--- src/hdl/assert_macros.svh ---
// Assertion macros used by the RTL top level.
`ifndef ASSERT_MACROS_SVH
`define ASSERT_MACROS_SVH
`ifndef SYNTHESIS
`define FTE_ASSERT_IMP(lbl, clk_s, rstn_s, ante, cons) \
  lbl: assert property (@(posedge clk_s) disable iff (!rstn_s) (ante) |-> (cons)) \
    else $error("implication check failed");
`define FTE_ASSERT_NXT(lbl, clk_s, rstn_s, ante, cons) \
  lbl: assert property (@(posedge clk_s) disable iff (!rstn_s) (ante) |=> (cons)) \
    else $error("next-cycle check failed");
`else
`define FTE_ASSERT_IMP(lbl, clk_s, rstn_s, ante, cons)
`define FTE_ASSERT_NXT(lbl, clk_s, rstn_s, ante, cons)
`endif
`endif

--- src/hdl/fte_pkg.sv ---
// Types, constants and arithmetic helpers of the folded escape-time block.
`default_nettype none
package fte_pkg;

  localparam int COORD_W = 32;
  localparam int FRAC_W  = 24;
  localparam int ITER_W  = 16;
  localparam int NORM_W  = 32;
  localparam int ACC_W   = 34;
  localparam int ADDR_W  = 5;
  localparam int DATA_W  = 32;

  localparam logic signed [COORD_W-1:0] COORD_MIN = {1'b1, {(COORD_W-1){1'b0}}};

  typedef enum logic [2:0] {
    REG_FOLD_FROM   = 3'd0,
    REG_FOLD_TO     = 3'd1,
    REG_JULIA_EN    = 3'd2,
    REG_JULIA_CX    = 3'd3,
    REG_JULIA_CY    = 3'd4,
    REG_JULIA_CZ    = 3'd5,
    REG_ESC_RADIUS  = 3'd6,
    REG_MAX_ITER    = 3'd7
  } reg_idx_t;

  typedef struct packed {
    logic signed [COORD_W-1:0] start_x;
    logic signed [COORD_W-1:0] start_y;
    logic signed [COORD_W-1:0] start_z;
  } in_word_t;

  typedef struct packed {
    logic [ITER_W-1:0] iterations_done;
    logic [NORM_W-1:0] escape_norm_sq;
    logic              escaped;
  } out_word_t;

  typedef struct packed {
    logic [3:0]                fold_from;
    logic [3:0]                fold_to;
    logic                      julia_enable;
    logic signed [COORD_W-1:0] julia_cx;
    logic signed [COORD_W-1:0] julia_cy;
    logic signed [COORD_W-1:0] julia_cz;
    logic [NORM_W-1:0]         esc_radius_sq;
    logic [ITER_W-1:0]         max_iterations;
  } cfg_t;

  typedef enum logic [4:0] {
    S_IDLE, S_MX, S_MY, S_MZ, S_MP1, S_MP2,
    S_RA, S_RAABS, S_RB, S_RBABS, S_RS, S_RX, S_NX,
    S_Q1, S_N1, S_NY, S_Q2, S_N2, S_NZ,
    S_SX, S_SY, S_SZ, S_SA, S_CHK, S_OUT
  } state_t;

  // {overflow, sum} of a checked add or subtract
  function automatic logic [COORD_W:0] add_chk(input logic signed [COORD_W-1:0] a,
                                               input logic signed [COORD_W-1:0] b,
                                               input logic sub);
    logic [COORD_W:0] s;
    s = sub ? ({a[COORD_W-1], a} - {b[COORD_W-1], b})
            : ({a[COORD_W-1], a} + {b[COORD_W-1], b});
    return {s[COORD_W] ^ s[COORD_W-1], s[COORD_W-1:0]};
  endfunction

  // {overflow, value} of an optional absolute value
  function automatic logic [COORD_W:0] abs_opt(input logic signed [COORD_W-1:0] a,
                                               input logic en);
    logic [COORD_W-1:0] v;
    v = (en && a[COORD_W-1]) ? (~a + 1'b1) : a;
    return {en && (a == COORD_MIN), v};
  endfunction

endpackage
`default_nettype wire

--- src/hdl/fte_cfg.sv ---
// Register file behind the APB-style configuration port.
`default_nettype none
module fte_cfg (
  input  wire logic                      clk,
  input  wire logic                      rst_n,
  input  wire logic                      psel,
  input  wire logic                      penable,
  input  wire logic                      pwrite,
  input  wire logic [fte_pkg::ADDR_W-1:0] paddr,
  input  wire logic [fte_pkg::DATA_W-1:0] pwdata,
  output logic      [fte_pkg::DATA_W-1:0] prdata,
  output logic                           pready,
  output fte_pkg::cfg_t                  cfg
);
  import fte_pkg::*;

  cfg_t     cfg_r;
  reg_idx_t idx;
  logic     wr_en;

  assign idx    = reg_idx_t'(paddr[ADDR_W-1:2]);
  assign wr_en  = psel && penable && pwrite;
  assign pready = 1'b1;
  assign cfg    = cfg_r;

  always_ff @(posedge clk) begin
    if (!rst_n) begin
      cfg_r.fold_from      <= 4'd0;
      cfg_r.fold_to        <= 4'd0;
      cfg_r.julia_enable   <= 1'b0;
      cfg_r.julia_cx       <= '0;
      cfg_r.julia_cy       <= '0;
      cfg_r.julia_cz       <= '0;
      cfg_r.esc_radius_sq  <= NORM_W'(67108864);
      cfg_r.max_iterations <= ITER_W'(256);
    end else if (wr_en) begin
      case (idx)
        REG_FOLD_FROM:  cfg_r.fold_from      <= pwdata[3:0];
        REG_FOLD_TO:    cfg_r.fold_to        <= pwdata[3:0];
        REG_JULIA_EN:   cfg_r.julia_enable   <= pwdata[0];
        REG_JULIA_CX:   cfg_r.julia_cx       <= pwdata[COORD_W-1:0];
        REG_JULIA_CY:   cfg_r.julia_cy       <= pwdata[COORD_W-1:0];
        REG_JULIA_CZ:   cfg_r.julia_cz       <= pwdata[COORD_W-1:0];
        REG_ESC_RADIUS: cfg_r.esc_radius_sq  <= pwdata[NORM_W-1:0];
        REG_MAX_ITER:   cfg_r.max_iterations <= pwdata[ITER_W-1:0];
        default: ;
      endcase
    end
  end

  always_comb begin
    case (idx)
      REG_FOLD_FROM:  prdata = {28'd0, cfg_r.fold_from};
      REG_FOLD_TO:    prdata = {28'd0, cfg_r.fold_to};
      REG_JULIA_EN:   prdata = {31'd0, cfg_r.julia_enable};
      REG_JULIA_CX:   prdata = cfg_r.julia_cx;
      REG_JULIA_CY:   prdata = cfg_r.julia_cy;
      REG_JULIA_CZ:   prdata = cfg_r.julia_cz;
      REG_ESC_RADIUS: prdata = cfg_r.esc_radius_sq;
      REG_MAX_ITER:   prdata = {16'd0, cfg_r.max_iterations};
      default:        prdata = '0;
    endcase
  end

endmodule
`default_nettype wire

--- src/hdl/fte_mul.sv ---
// Shared fixed-point multiplier with registered product and range flag.
`default_nettype none
module fte_mul (
  input  wire logic                              clk,
  input  wire logic signed [fte_pkg::COORD_W-1:0] a,
  input  wire logic signed [fte_pkg::COORD_W-1:0] b,
  output logic signed      [fte_pkg::COORD_W-1:0] prod_r,
  output logic                                   ovf_r
);
  import fte_pkg::*;

  logic signed [2*COORD_W-1:0] full;
  logic [2*COORD_W-1-(FRAC_W+COORD_W-1):0] top;

  assign full = a * b;
  assign top  = full[2*COORD_W-1:FRAC_W+COORD_W-1];

  always_ff @(posedge clk) begin
    prod_r <= full[FRAC_W+COORD_W-1:FRAC_W];
    ovf_r  <= !((&top) || !(|top));
  end

endmodule
`default_nettype wire

--- src/hdl/fte_core.sv ---
// Iteration sequencer around the shared multiplier and adder.
`default_nettype none
module fte_core (
  input  wire logic               clk,
  input  wire logic               rst_n,
  input  wire fte_pkg::cfg_t      cfg,
  input  wire logic               in_valid,
  output logic                    in_stall,
  input  wire fte_pkg::in_word_t  in_data,
  output logic                    out_valid,
  input  wire logic               out_stall,
  output fte_pkg::out_word_t      out_data
);
  import fte_pkg::*;

  state_t state_r, state_nxt;
  logic signed [COORD_W-1:0] x_r, y_r, z_r, cx_r, cy_r, cz_r;
  logic signed [COORD_W-1:0] x_nxt, y_nxt, z_nxt, cx_nxt, cy_nxt, cz_nxt;
  logic signed [COORD_W-1:0] x2_r, y2_r, z2_r, p1_r, p2_r, ra_r, rb_r;
  logic signed [COORD_W-1:0] x2_nxt, y2_nxt, z2_nxt, p1_nxt, p2_nxt, ra_nxt, rb_nxt;
  logic signed [COORD_W-1:0] nx_r, ny_r, nz_r, nx_nxt, ny_nxt, nz_nxt;
  logic [ACC_W-1:0]  acc_r, acc_nxt;
  logic              ovf_r, ovf_nxt;
  logic [ITER_W-1:0] iter_r, iter_nxt, limit_r, limit_nxt;
  out_word_t         out_r, out_nxt;

  logic signed [COORD_W-1:0] mul_a, mul_b, prod;
  logic                      mul_ovf;
  logic signed [COORD_W-1:0] alu_a, alu_b;
  logic                      alu_sub;
  logic [COORD_W:0]          alu_res, abs_a, abs_b;
  logic [COORD_W-1:0]        alu_sum;
  logic                      alu_ovf;
  logic [ACC_W-1:0]          prod_ext;

  fte_mul u_mul (
    .clk    (clk),
    .a      (mul_a),
    .b      (mul_b),
    .prod_r (prod),
    .ovf_r  (mul_ovf)
  );

  assign alu_res  = add_chk(alu_a, alu_b, alu_sub);
  assign alu_sum  = alu_res[COORD_W-1:0];
  assign alu_ovf  = alu_res[COORD_W];
  assign prod_ext = {{(ACC_W-COORD_W){1'b0}}, prod};

  assign in_stall  = (state_r != S_IDLE);
  assign out_valid = (state_r == S_OUT);
  assign out_data  = out_r;

  always_ff @(posedge clk) begin
    if (!rst_n) begin
      state_r <= S_IDLE;
    end else begin
      state_r <= state_nxt;
    end
  end

  always_ff @(posedge clk) begin
    x_r <= x_nxt;  y_r <= y_nxt;  z_r <= z_nxt;
    cx_r <= cx_nxt; cy_r <= cy_nxt; cz_r <= cz_nxt;
    x2_r <= x2_nxt; y2_r <= y2_nxt; z2_r <= z2_nxt;
    p1_r <= p1_nxt; p2_r <= p2_nxt; ra_r <= ra_nxt; rb_r <= rb_nxt;
    nx_r <= nx_nxt; ny_r <= ny_nxt; nz_r <= nz_nxt;
    acc_r <= acc_nxt; ovf_r <= ovf_nxt;
    iter_r <= iter_nxt; limit_r <= limit_nxt;
    out_r <= out_nxt;
  end

  // operand select for the shared units
  always_comb begin
    mul_a   = '0;
    mul_b   = '0;
    alu_a   = '0;
    alu_b   = '0;
    alu_sub = 1'b0;
    abs_a   = abs_opt(x_r, 1'b0);
    abs_b   = abs_opt(y_r, 1'b0);
    case (state_r)
      S_MX:    begin mul_a = x_r; mul_b = x_r; end
      S_MY:    begin mul_a = y_r; mul_b = y_r; end
      S_MZ:    begin mul_a = z_r; mul_b = z_r; end
      S_MP1: begin
        abs_a = abs_opt(x_r, cfg.fold_from[1]);
        abs_b = abs_opt(y_r, cfg.fold_from[2]);
        mul_a = abs_a[COORD_W-1:0];
        mul_b = abs_b[COORD_W-1:0];
      end
      S_MP2: begin
        abs_a = abs_opt(x_r, cfg.fold_to[1]);
        abs_b = abs_opt(z_r, cfg.fold_to[2]);
        mul_a = abs_a[COORD_W-1:0];
        mul_b = abs_b[COORD_W-1:0];
      end
      S_RA:    begin alu_a = x2_r; alu_b = y2_r; alu_sub = 1'b1; end
      S_RAABS: begin alu_b = ra_r; alu_sub = 1'b1; end
      S_RB:    begin alu_a = x2_r; alu_b = z2_r; alu_sub = 1'b1; end
      S_RBABS: begin alu_b = rb_r; alu_sub = 1'b1; end
      S_RS:    begin alu_a = ra_r; alu_b = rb_r; end
      S_RX:    begin alu_a = ra_r; alu_b = x2_r; alu_sub = 1'b1; end
      S_NX:    begin alu_a = ra_r; alu_b = cx_r; end
      S_Q1:    begin alu_a = p1_r; alu_b = p1_r; end
      S_N1:    begin alu_b = p1_r; alu_sub = 1'b1; end
      S_NY:    begin alu_a = p1_r; alu_b = cy_r; end
      S_Q2:    begin alu_a = p2_r; alu_b = p2_r; end
      S_N2:    begin alu_b = p2_r; alu_sub = 1'b1; end
      S_NZ:    begin alu_a = p2_r; alu_b = cz_r; end
      S_SX:    begin mul_a = nx_r; mul_b = nx_r; end
      S_SY:    begin mul_a = ny_r; mul_b = ny_r; end
      S_SZ:    begin mul_a = nz_r; mul_b = nz_r; end
      default: ;
    endcase
  end

  always_comb begin
    state_nxt = state_r;
    x_nxt = x_r;  y_nxt = y_r;  z_nxt = z_r;
    cx_nxt = cx_r; cy_nxt = cy_r; cz_nxt = cz_r;
    x2_nxt = x2_r; y2_nxt = y2_r; z2_nxt = z2_r;
    p1_nxt = p1_r; p2_nxt = p2_r; ra_nxt = ra_r; rb_nxt = rb_r;
    nx_nxt = nx_r; ny_nxt = ny_r; nz_nxt = nz_r;
    acc_nxt = acc_r; ovf_nxt = ovf_r;
    iter_nxt = iter_r; limit_nxt = limit_r;
    out_nxt = out_r;
    case (state_r)
      S_IDLE: begin
        if (in_valid) begin
          x_nxt  = in_data.start_x;
          y_nxt  = in_data.start_y;
          z_nxt  = in_data.start_z;
          cx_nxt = cfg.julia_enable ? cfg.julia_cx : in_data.start_x;
          cy_nxt = cfg.julia_enable ? cfg.julia_cy : in_data.start_y;
          cz_nxt = cfg.julia_enable ? cfg.julia_cz : in_data.start_z;
          limit_nxt = cfg.max_iterations;
          iter_nxt  = '0;
          ovf_nxt   = 1'b0;
          out_nxt   = '0;
          state_nxt = (cfg.max_iterations == '0) ? S_OUT : S_MX;
        end
      end
      S_MX:  state_nxt = S_MY;
      S_MY:  begin x2_nxt = prod; ovf_nxt = ovf_r | mul_ovf; state_nxt = S_MZ; end
      S_MZ:  begin y2_nxt = prod; ovf_nxt = ovf_r | mul_ovf; state_nxt = S_MP1; end
      S_MP1: begin
        z2_nxt = prod;
        ovf_nxt = ovf_r | mul_ovf | abs_a[COORD_W] | abs_b[COORD_W];
        state_nxt = S_MP2;
      end
      S_MP2: begin
        p1_nxt = prod;
        ovf_nxt = ovf_r | mul_ovf | abs_a[COORD_W] | abs_b[COORD_W];
        state_nxt = S_RA;
      end
      S_RA: begin
        p2_nxt = prod;
        ra_nxt = alu_sum;
        ovf_nxt = ovf_r | mul_ovf | alu_ovf;
        state_nxt = S_RAABS;
      end
      S_RAABS: begin
        if (cfg.fold_from[0] && ra_r[COORD_W-1]) begin
          ra_nxt = alu_sum; ovf_nxt = ovf_r | alu_ovf;
        end
        state_nxt = S_RB;
      end
      S_RB: begin rb_nxt = alu_sum; ovf_nxt = ovf_r | alu_ovf; state_nxt = S_RBABS; end
      S_RBABS: begin
        if (cfg.fold_to[0] && rb_r[COORD_W-1]) begin
          rb_nxt = alu_sum; ovf_nxt = ovf_r | alu_ovf;
        end
        state_nxt = S_RS;
      end
      S_RS: begin ra_nxt = alu_sum; ovf_nxt = ovf_r | alu_ovf; state_nxt = S_RX; end
      S_RX: begin ra_nxt = alu_sum; ovf_nxt = ovf_r | alu_ovf; state_nxt = S_NX; end
      S_NX: begin nx_nxt = alu_sum; ovf_nxt = ovf_r | alu_ovf; state_nxt = S_Q1; end
      S_Q1: begin p1_nxt = alu_sum; ovf_nxt = ovf_r | alu_ovf; state_nxt = S_N1; end
      S_N1: begin
        if (cfg.fold_from[3]) begin
          p1_nxt = alu_sum; ovf_nxt = ovf_r | alu_ovf;
        end
        state_nxt = S_NY;
      end
      S_NY: begin ny_nxt = alu_sum; ovf_nxt = ovf_r | alu_ovf; state_nxt = S_Q2; end
      S_Q2: begin p2_nxt = alu_sum; ovf_nxt = ovf_r | alu_ovf; state_nxt = S_N2; end
      S_N2: begin
        if (cfg.fold_to[3]) begin
          p2_nxt = alu_sum; ovf_nxt = ovf_r | alu_ovf;
        end
        state_nxt = S_NZ;
      end
      S_NZ: begin nz_nxt = alu_sum; ovf_nxt = ovf_r | alu_ovf; state_nxt = S_SX; end
      S_SX: state_nxt = S_SY;
      S_SY: begin acc_nxt = prod_ext; ovf_nxt = ovf_r | mul_ovf; state_nxt = S_SZ; end
      S_SZ: begin
        acc_nxt = acc_r + prod_ext; ovf_nxt = ovf_r | mul_ovf; state_nxt = S_SA;
      end
      S_SA: begin
        acc_nxt = acc_r + prod_ext; ovf_nxt = ovf_r | mul_ovf; state_nxt = S_CHK;
      end
      S_CHK: begin
        if (ovf_r) begin
          out_nxt = '{iterations_done: iter_r, escape_norm_sq: '1, escaped: 1'b1};
          state_nxt = S_OUT;
        end else if (acc_r > {{(ACC_W-NORM_W){1'b0}}, cfg.esc_radius_sq}) begin
          out_nxt.iterations_done = iter_r;
          out_nxt.escape_norm_sq  = (|acc_r[ACC_W-1:NORM_W]) ? '1 : acc_r[NORM_W-1:0];
          out_nxt.escaped         = 1'b1;
          state_nxt = S_OUT;
        end else begin
          x_nxt = nx_r; y_nxt = ny_r; z_nxt = nz_r;
          if (iter_r == limit_r - 1'b1) begin
            out_nxt = '{iterations_done: limit_r, escape_norm_sq: '0, escaped: 1'b0};
            state_nxt = S_OUT;
          end else begin
            iter_nxt  = iter_r + 1'b1;
            state_nxt = S_MX;
          end
        end
      end
      S_OUT: begin
        if (!out_stall) state_nxt = S_IDLE;
      end
      default: state_nxt = S_IDLE;
    endcase
  end

endmodule
`default_nettype wire

--- src/hdl/folded_transition_escape_time.sv ---
// Top level of the folded transition escape-time block.
//   channel | direction | handshake           | word
//   in_     | input     | in_valid / in_stall | start_x, start_y, start_z
//   out_    | output    | out_valid/out_stall | iterations_done, escape_norm_sq, escaped
//   cfg     | input     | psel/penable/pready | eight registers at 4*i
// One pixel steps through the sequencer states once per iteration of the map, an order
// set by the single shared multiplier and adder stepping through each iteration.
// Synchronous active-low reset puts the sequencer in idle and the registers at defaults.
// in_stall is high from acceptance until the result word is taken; out_stall holds it.
`default_nettype none
`include "assert_macros.svh"
module folded_transition_escape_time (
  input  wire logic                       clk,
  input  wire logic                       rst_n,
  input  wire logic                       in_valid,
  output logic                            in_stall,
  input  wire fte_pkg::in_word_t          in_data,
  output logic                            out_valid,
  input  wire logic                       out_stall,
  output fte_pkg::out_word_t              out_data,
  input  wire logic                       psel,
  input  wire logic                       penable,
  input  wire logic                       pwrite,
  input  wire logic [fte_pkg::ADDR_W-1:0] paddr,
  input  wire logic [fte_pkg::DATA_W-1:0] pwdata,
  output logic      [fte_pkg::DATA_W-1:0] prdata,
  output logic                            pready
);
  import fte_pkg::*;

  cfg_t cfg;

  fte_cfg u_cfg (
    .clk     (clk),
    .rst_n   (rst_n),
    .psel    (psel),
    .penable (penable),
    .pwrite  (pwrite),
    .paddr   (paddr),
    .pwdata  (pwdata),
    .prdata  (prdata),
    .pready  (pready),
    .cfg     (cfg)
  );

  fte_core u_core (
    .clk       (clk),
    .rst_n     (rst_n),
    .cfg       (cfg),
    .in_valid  (in_valid),
    .in_stall  (in_stall),
    .in_data   (in_data),
    .out_valid (out_valid),
    .out_stall (out_stall),
    .out_data  (out_data)
  );

  `FTE_ASSERT_IMP(a_out_blocks_in, clk, rst_n, out_valid, in_stall)
  `FTE_ASSERT_NXT(a_accept_busy, clk, rst_n, in_valid && !in_stall, in_stall)
  `FTE_ASSERT_NXT(a_out_once, clk, rst_n, out_valid && !out_stall, !out_valid)

endmodule
`default_nettype wire

--- config.mk ---
export PLATFORM = sky130hd
export DESIGN_NAME = folded_transition_escape_time
export DESIGN_NICKNAME = d
export VERILOG_FILES = /design/src/hdl/fte_pkg.sv /design/src/hdl/fte_cfg.sv /design/src/hdl/fte_mul.sv /design/src/hdl/fte_core.sv /design/src/hdl/folded_transition_escape_time.sv
export VERILOG_INCLUDE_DIRS = /design/src /design/src/hdl
export SDC_FILE = /design/constraint.sdc
export NUM_CORES = 2
export LEC_CHECK = 0
export ABC_CLOCK_PERIOD_IN_PS = 9950
export BUFFER_PORTS_ARGS = -buffer_cell sky130_fd_sc_hd__buf_2
export CORE_AREA = 2 2 388 352
export CTS_CLUSTER_SIZE = 20
export DETAILED_ROUTE_END_ITERATION = 6
export DIE_AREA = 0 0 390 354
export PLACE_DENSITY = 0.84
export SYNTH_ARGS = -nofsm -noshare
export SYNTH_HDL_FRONTEND = slang
export SYNTH_HIERARCHICAL = 1
export SYNTH_SLANG_ARGS = --single-unit
--- constraint.sdc ---
create_clock -name clk -period 9.95 [get_ports clk]
set_clock_uncertainty 0.1 [all_clocks]
set_input_delay 0.4975 -clock clk [delete_from_list [all_inputs] [get_ports clk]]
set_output_delay 0.4975 -clock clk [all_outputs]
set_load 0.05 [all_outputs]
=== After elaboration in Yosys (flattened, before gate mapping) ===
Index checks and enable logic that the tools add are counted.

* Add/sub/neg operators: 8
* Multiply operators: 1
* Magnitude comparators: 1
* Equality and inequality tests: 45
* Mux-type cells: 61
* Bitwise logic cells: 9
* Reduce and logical (&&, ||, !) cells: 60

{| class="wikitable"
|+ Operator list
! cell !! number
|-
| 32-bit case mux with 8 select lines || 3
|-
| 32-bit 2-to-1 mux || 21
|-
| 32-bit case mux with 10 select lines || 1
|-
| 32-bit case mux with 2 select lines || 5
|-
| 49-bit 2-to-1 mux || 4
|-
| 32-bit case mux with 3 select lines || 2
|-
| 33-bit case mux with 2 select lines || 2
|-
| 32-bit case mux with 4 select lines || 1
|-
| 5-bit case mux with 25 select lines || 1
|-
| 49-bit case mux with 2 select lines || 1
|-
| 32-bit by 1-bit adder with 32-bit output, second input constant || 3
|-
| 32-bit equality test, second input constant || 3
|-
| 32-bit inverter || 3
|-
| 34-bit case mux with 2 select lines || 1
|-
| 32-bit by 32-bit multiplier with 64-bit output || 1
|-
| 16-bit 2-to-1 mux || 4
|-
| 5-bit equality test, second input constant || 9
|-
| 5-bit by 4-bit equality test with 1-bit output, second input constant || 8
|-
| 34-bit by 32-bit adder with 34-bit output || 1
|-
| 34-bit by 32-bit greater-than comparator with 1-bit output || 1
|-
| 32-bit by 32-bit adder with 33-bit output || 1
|-
| 33-bit 2-to-1 mux || 1
|-
| 32-bit by 32-bit subtractor with 33-bit output || 1
|-
| 16-bit case mux with 2 select lines || 1
|-
| other kinds (39) || 106
|}

* Bits in registers: 819
* Bits of input ports: 140
* Output and inout port bits: 84
* Logic and storage cells: 219

=== Depth between registers and ports, before layout ===
* Word-level depth: 9
* Mapped depth: 43
* Gate-level depth less buffers: 40

=== By module ===
Netlist, hierarchy kept.

{| class="wikitable"
|+ Modules (own cells, without submodules)
! module !! instances !! cells each !! area each (µm²) !! sequential area each (µm²)
|-
| fte_mul || 1 || 3943 || 36829.1 || 660.6
|-
| fte_core || 1 || 3258 || 35332.6 || 18958.2
|-
| fte_cfg || 1 || 701 || 6456.2 || 3062.9
|}

=== Worst setup path after synthesis ===
OpenSTA, ideal clock, no wires.

* Kind: register to register
* Start point: register u_core.state_r[1]
* End point: register u_core.u_mul.ovf_r
* Library setup time: 0.126 ns
* Data arrival time: 10.798 ns
* Data required time: 9.724 ns
* Slack: -1.074 ns
* Stages on the path, launching flop included: 37
* Path buffers: 4
* Clock period less this slack: 11.024 ns
* Cell sequence: dfxtp_1 -> buf_2 -> nor2b_1 -> clkbuf_1 -> nand2_1 -> nor2_1 -> clkbuf_1 -> a22oi_1 -> nand2_1 -> a221oi_1 -> o21ai_0 -> clkbuf_1 -> nand2_1 -> inv_1 -> fa_1 -> fa_1 -> fa_1 -> inv_1 -> fa_1 -> inv_1 -> fa_1 -> inv_1 -> fa_1 -> fa_1 -> fa_1 -> inv_1 -> ha_1 -> a21oi_1 -> o21bai_1 -> a2111oi_0 -> o41ai_1 -> o21ai_0 -> o31ai_1 -> nor4b_2 -> o2111ai_2 -> nor4_1 -> a31oi_1

* Longest elaborated chain between the ends: 7
* Elaborated cells between the ends (all ways): 16
* Those cells by class: 1 x mul; 8 x eq/ne; 2 x mux; 5 x reduce/logical

{| class="wikitable"
|+ Ends and longest elaborated chain
! what !! line !! text
|-
| from (decl) || fte_core.sv:16 || <nowiki>state_t state_r, state_nxt;</nowiki>
|-
| from (signal assigned) || fte_core.sv:57 || <nowiki>state_r <= state_nxt;</nowiki>
|-
| 5-bit equality test, or another cell as far along || fte_core.sv:81 || <nowiki>case (state_r)</nowiki>
|-
| 32-bit case mux with 8 select lines (*) || fte_core.sv:81 ||
|-
| via u_core.mul_a[31] || fte_core.sv:27 || <nowiki>logic signed [COORD_W-1:0] mul_a, mul_b, prod;</nowiki>
|-
| 32-bit by 32-bit multiplier with 64-bit output (*) || fte_mul.sv:15 || <nowiki>assign full = a * b;</nowiki>
|-
| 9-bit OR reduction || fte_mul.sv:20 || <nowiki>ovf_r <= !((&top) || !(|top));</nowiki>
|-
| 1-bit zero test || fte_mul.sv:20 ||
|-
| 1-bit logical OR (*) || fte_mul.sv:20 ||
|-
| 1-bit zero test (*) || fte_mul.sv:20 ||
|-
| to (signal assigned) || fte_mul.sv:20 ||
|-
| to (decl) || fte_mul.sv:8 || <nowiki>output logic ovf_r</nowiki>
|}

Mark *: on every way through the listed nets, which the timed path passes. The rest lies on a longest branch.
A chain may end at the register's enable or synchronous reset.

=== Worst setup path after layout ===
* Start point: register u_core.x_r[1]
* End point: register u_core.u_mul.ovf_r

* Longest elaborated chain between the ends: 9
* Elaborated cells between the ends (all ways): 12
* Those cells by class: 1 x add/sub; 1 x mul; 4 x mux; 1 x bitwise; 5 x reduce/logical

{| class="wikitable"
|+ Ends and longest elaborated chain
! what !! line !! text
|-
| from (decl) || fte_core.sv:17 || <nowiki>logic signed [COORD_W-1:0] x_r, y_r, z_r, cx_r, cy_r, cz_r;</nowiki>
|-
| from (signal assigned) || fte_core.sv:62 || <nowiki>x_r <= x_nxt; y_r <= y_nxt; z_r <= z_nxt;</nowiki>
|-
| 32-bit inverter (*) || - ||
|-
| 32-bit by 1-bit adder with 32-bit output (*) || fte_pkg.sv:70 || <nowiki>v = (en && a[COORD_W-1]) ? (~a + 1'b1) : a;</nowiki>
|-
| 32-bit 2-to-1 mux || fte_pkg.sv:70 ||
|-
| 32-bit case mux with 8 select lines (*) || fte_core.sv:81 ||
|-
| via u_core.mul_a[26] || fte_core.sv:27 ||
|-
| 32-bit by 32-bit multiplier with 64-bit output (*) || fte_mul.sv:15 ||
|-
| via u_core.u_mul.full[55] || fte_mul.sv:12 || <nowiki>logic signed [2*COORD_W-1:0] full;</nowiki>
|-
| 9-bit OR reduction || fte_mul.sv:20 ||
|-
| 1-bit zero test || fte_mul.sv:20 ||
|-
| 1-bit logical OR (*) || fte_mul.sv:20 ||
|-
| 1-bit zero test (*) || fte_mul.sv:20 ||
|}

Marked as above.

==> impl_metrics.yaml <==
logic_synthesis:
  synth.distinct_cells: 103
  syn_nets: 9407
  yosys_warnings: 6
  synth_mux_area_share_pct: 2.57
  syn_area_um2: 78600
  yosys.area_share.simple_pct: 15.5
  synth_compound_area_share_pct: 10.5
  synthAdderAreaFrac_pct: 32.1
  ys.flop_type: "edfxtp_1"
  netlist_instances: 7902
  syn_area_per_cell_um2: 9.95
  ys_async_sr_fraction_pct: 0
  synth-xor-area-share_pct: 2.60
  synth_edf_count: 628
  synth-seq-cells: 819
  ys_seq_area_share_pct: 28.9
  synth_top_family_by_area: "adder cells"
global_route:
  grt_pass1_wl_um: 394000
  antenna_found_initial: 7
  grt_pass1_vias: 64400
  overflow: 0
  grt_max_degree: 104
  grt_usage_pct: 38.0
die:
  initial_core_util_pct: 58.6
  rows: 128
  coreArea_um2: 134000
  die_width_um: 390
  die_area_um2: 138000
  ios: 224
  die-height_um: 354
clock_network:
  cts_tree: "yes"
  insertion_delay_ns: 0.69
  h-tree-depth: 3
  clkSinkCount: 819
  path_clk_slew_ns: 0.07
  ctsRootBufferMaster: "clkbuf_16"
  clock_path_buffers: 3
  cts_buffers: 77
sta:
  setup_viol: 9
  finalHoldViolCount: 0
  rsz0062_at_grt: "yes"
  max_freq_mhz: 96.3
  tightest_slew_ns: 1.39
  setup-tns-final_ns: -1.59
  relSlewSlack_pct: 7.24
  timing.final.crit_share_pct: 104
  period_needed_ns: 10.38
  setup_slack_ns: -0.432
  slew_viol_final: 0
run_status:
  outcome: "finished with violations"
  violations: "design-rule violations, negative setup slack"
worst_setup_path:
  cpMostUsedCell: "fa_1"
  rr_startpoint: "u_core/x_r[1]"
  worstPathMaxFanout: 16
  worstReg2RegEnd: "u_core/u_mul/ovf_r"
  path_class: "flop to flop"
  end_kind: "flop"
  slowest_delay_ns: 0.60
  crit_path_start_kind: "flop"
  r2r_slack_ns: -0.43
  cp.arrival_ns: 10.82
  cp_slowest_cell: "fa_1"
  crit_required_ns: 10.39
  reg2reg_depth: 39
drt:
  drc: 22
  drt_iter0_drc: 8625
  via_per_inst: 6.26
  vias: 63900
  drtAntennaViolNets: 0
  firstDrtPassIters: 7
  wl_um: 263000
  wire_per_inst_um: 25.7
min_path:
  min_to: "u_cfg/cfg[99]"
  worstHoldPathCells: 3
  hold_start: "pwdata[19]"
  hold_path_class: "primary input to flop"
placement:
  gp_congestion: 1.02
  hpwlAfterDp_um: 206000
  numPortBuffers: 220
cells_and_area:
  largest_reg_flops: 153
  drive_gt1_share_pct: 17.1
  fill_cells: 10100
  nets: 9887
  area_growth_pct: 14.3
job:
  maxCapViolCount: 0
## layer usage
metal	up-vias	part of all wire, %	routed length [um]	global-route usage [%]
met1	32000	38	98700	52.3
li1	27000	-	-	-
met3	834	12	30500	7.57
met4	6	6.3	16600	19.9
met2	4131	44	117000	57.3
met5	-	0.016	42	0
## Yosys cell counts, drive strengths merged, types with 24 or more instances
cell type	n	area share, %
a21o	65	0.62
a21oi	207	1.3
a221oi	54	0.61
a222oi	39	0.50
a22o	59	0.66
a22oi	81	0.77
a31oi	28	0.22
a32o	24	0.31
and2	512	4.1
and3	81	0.64
buf	116	0.83
clkbuf	355	1.7
dfxtp	191	4.9
edfxtp	628	24
fa	1083	28
ha	282	4.5
inv	1124	5.4
mux2	107	1.5
mux2i	52	0.66
nand2	1221	5.8
nand2b	34	0.27
nand3	205	1.4
nand4	42	0.33
nor2	211	1.0
nor2b	24	0.19
nor3	64	0.49
nor4	28	0.27
o211ai	27	0.28
o21a	53	0.51
o21ai	355	2.4
o221ai	28	0.31
or3	32	0.25
xnor2	155	1.7
xor2	75	0.84
## cell usage in the layout (no fill, tap or decap), types with 28 or more instances in the layout
master     netlist  layout
nand2_1       1220    1207
inv_1         1124    1108
fa_1          1083    1058
edfxtp_1       628     628
buf_4            9     544
and2_1         511     499
ha_1           282     263
o21ai_0        263     230
buf_2           58     219
nor2_1         208     194
nand3_1        196     193
dfxtp_1        191     189
a21oi_1        202     181
xnor2_1        154     150
mux2_2         107     107
clkbuf_16        0      83
a22oi_1         81      81
and3_1          81      80
xor2_1          75      74
buf_12           0      70
a21o_1          65      65
o21ai_1         59      64
a22o_1          59      59
o21ai_2         32      54
o21a_1          53      53
mux2i_1         52      52
a221oi_1        53      52
nor3_1          55      50
nand4_1         42      42
a222oi_1        39      39
nand2b_1        34      34
buf_6           15      33
a31oi_1         28      28
## through the flow
step | hold WS, ns | util (%) | instance area (um^2) | setup slack [ns] | cells
2_1_floorplan | 0.343 | - | 78600 | -0.291 | 7902
3_3_place_gp | 0.360 | 63.9 | 85700 | -0.495 | 10000
3_5_place_dp | 0.371 | 63.9 | 85700 | -0.719 | 10000
4_1_cts | 0.0236 | 66.3 | 89000 | -0.500 | 10200
5_1_grt | 0.0655 | 67.0 | 89900 | -0.795 | 10200
6_report | 0.0585 | 67.0 | 89900 | -0.432 | 10200
## area by class of cell
class | instances | area [um^2] | area share, %
antenna | 5 | 12.5 | 0.0139
sequential | 819 | 22700 | 25.2
tap | 1755 | 2200 | 2.44
clock buffer | 108 | 2220 | 2.47
multi-input combinational | 5487 | 51100 | 56.9
clock inverter | 34 | 364 | 0.405
inverter | 1125 | 4230 | 4.71
timing repair buffer | 872 | 7070 | 7.86
## logic make-up after synthesis
group	count (synthesis)
XOR/XNOR	231
buffers and inverters	1596
other	1
adder cells (fa/ha/maj)	1365
flip-flops	819
multiplexers	172
AND/OR/NAND/NOR	2524
AO/OA/AOI/OAI	1194
## timing repair
item | 4_1_cts | 5_1_grt
endpoints found under the hold margin | 3 | 0
hold buffers | 2 | 0
endpoints found under the setup margin | 16 | 26
buffers inserted | 21 | 28
pin swaps | 62 | 110
gates cloned | 2 | 0
gates resized for setup | 112 | 142
## critical path: cells and delay by family (launching register included)
family          cells  cell delay [ns]
fa+ha+maj          10             4.60
flops               1             0.41
simple gates       11             2.23
compound gates      7             1.41
buf+inv            10             1.35
xor+xnor            1             0.13
## worst max-delay path by stage
stage | slack, ns | to | cells past startpoint | start
after floorplan | -0.29 | u_core/u_mul/ovf_r | 37 | u_core/x_r[0]
after global placement | -0.49 | u_core/u_mul/ovf_r | 41 | u_core/x_r[0]
after detailed placement | -0.72 | u_core/u_mul/ovf_r | 41 | u_core/x_r[0]
after CTS | -0.50 | u_core/u_mul/ovf_r | 35 | u_core/x_r[1]
after global routing | -0.79 | u_core/u_mul/ovf_r | 45 | u_core/x_r[1]
final | -0.43 | u_core/u_mul/ovf_r | 39 | u_core/x_r[1]
Power is left out: the tool's default activity adds up to more than one toggle a clock period on the data nets, which glitch-free logic cannot reach.
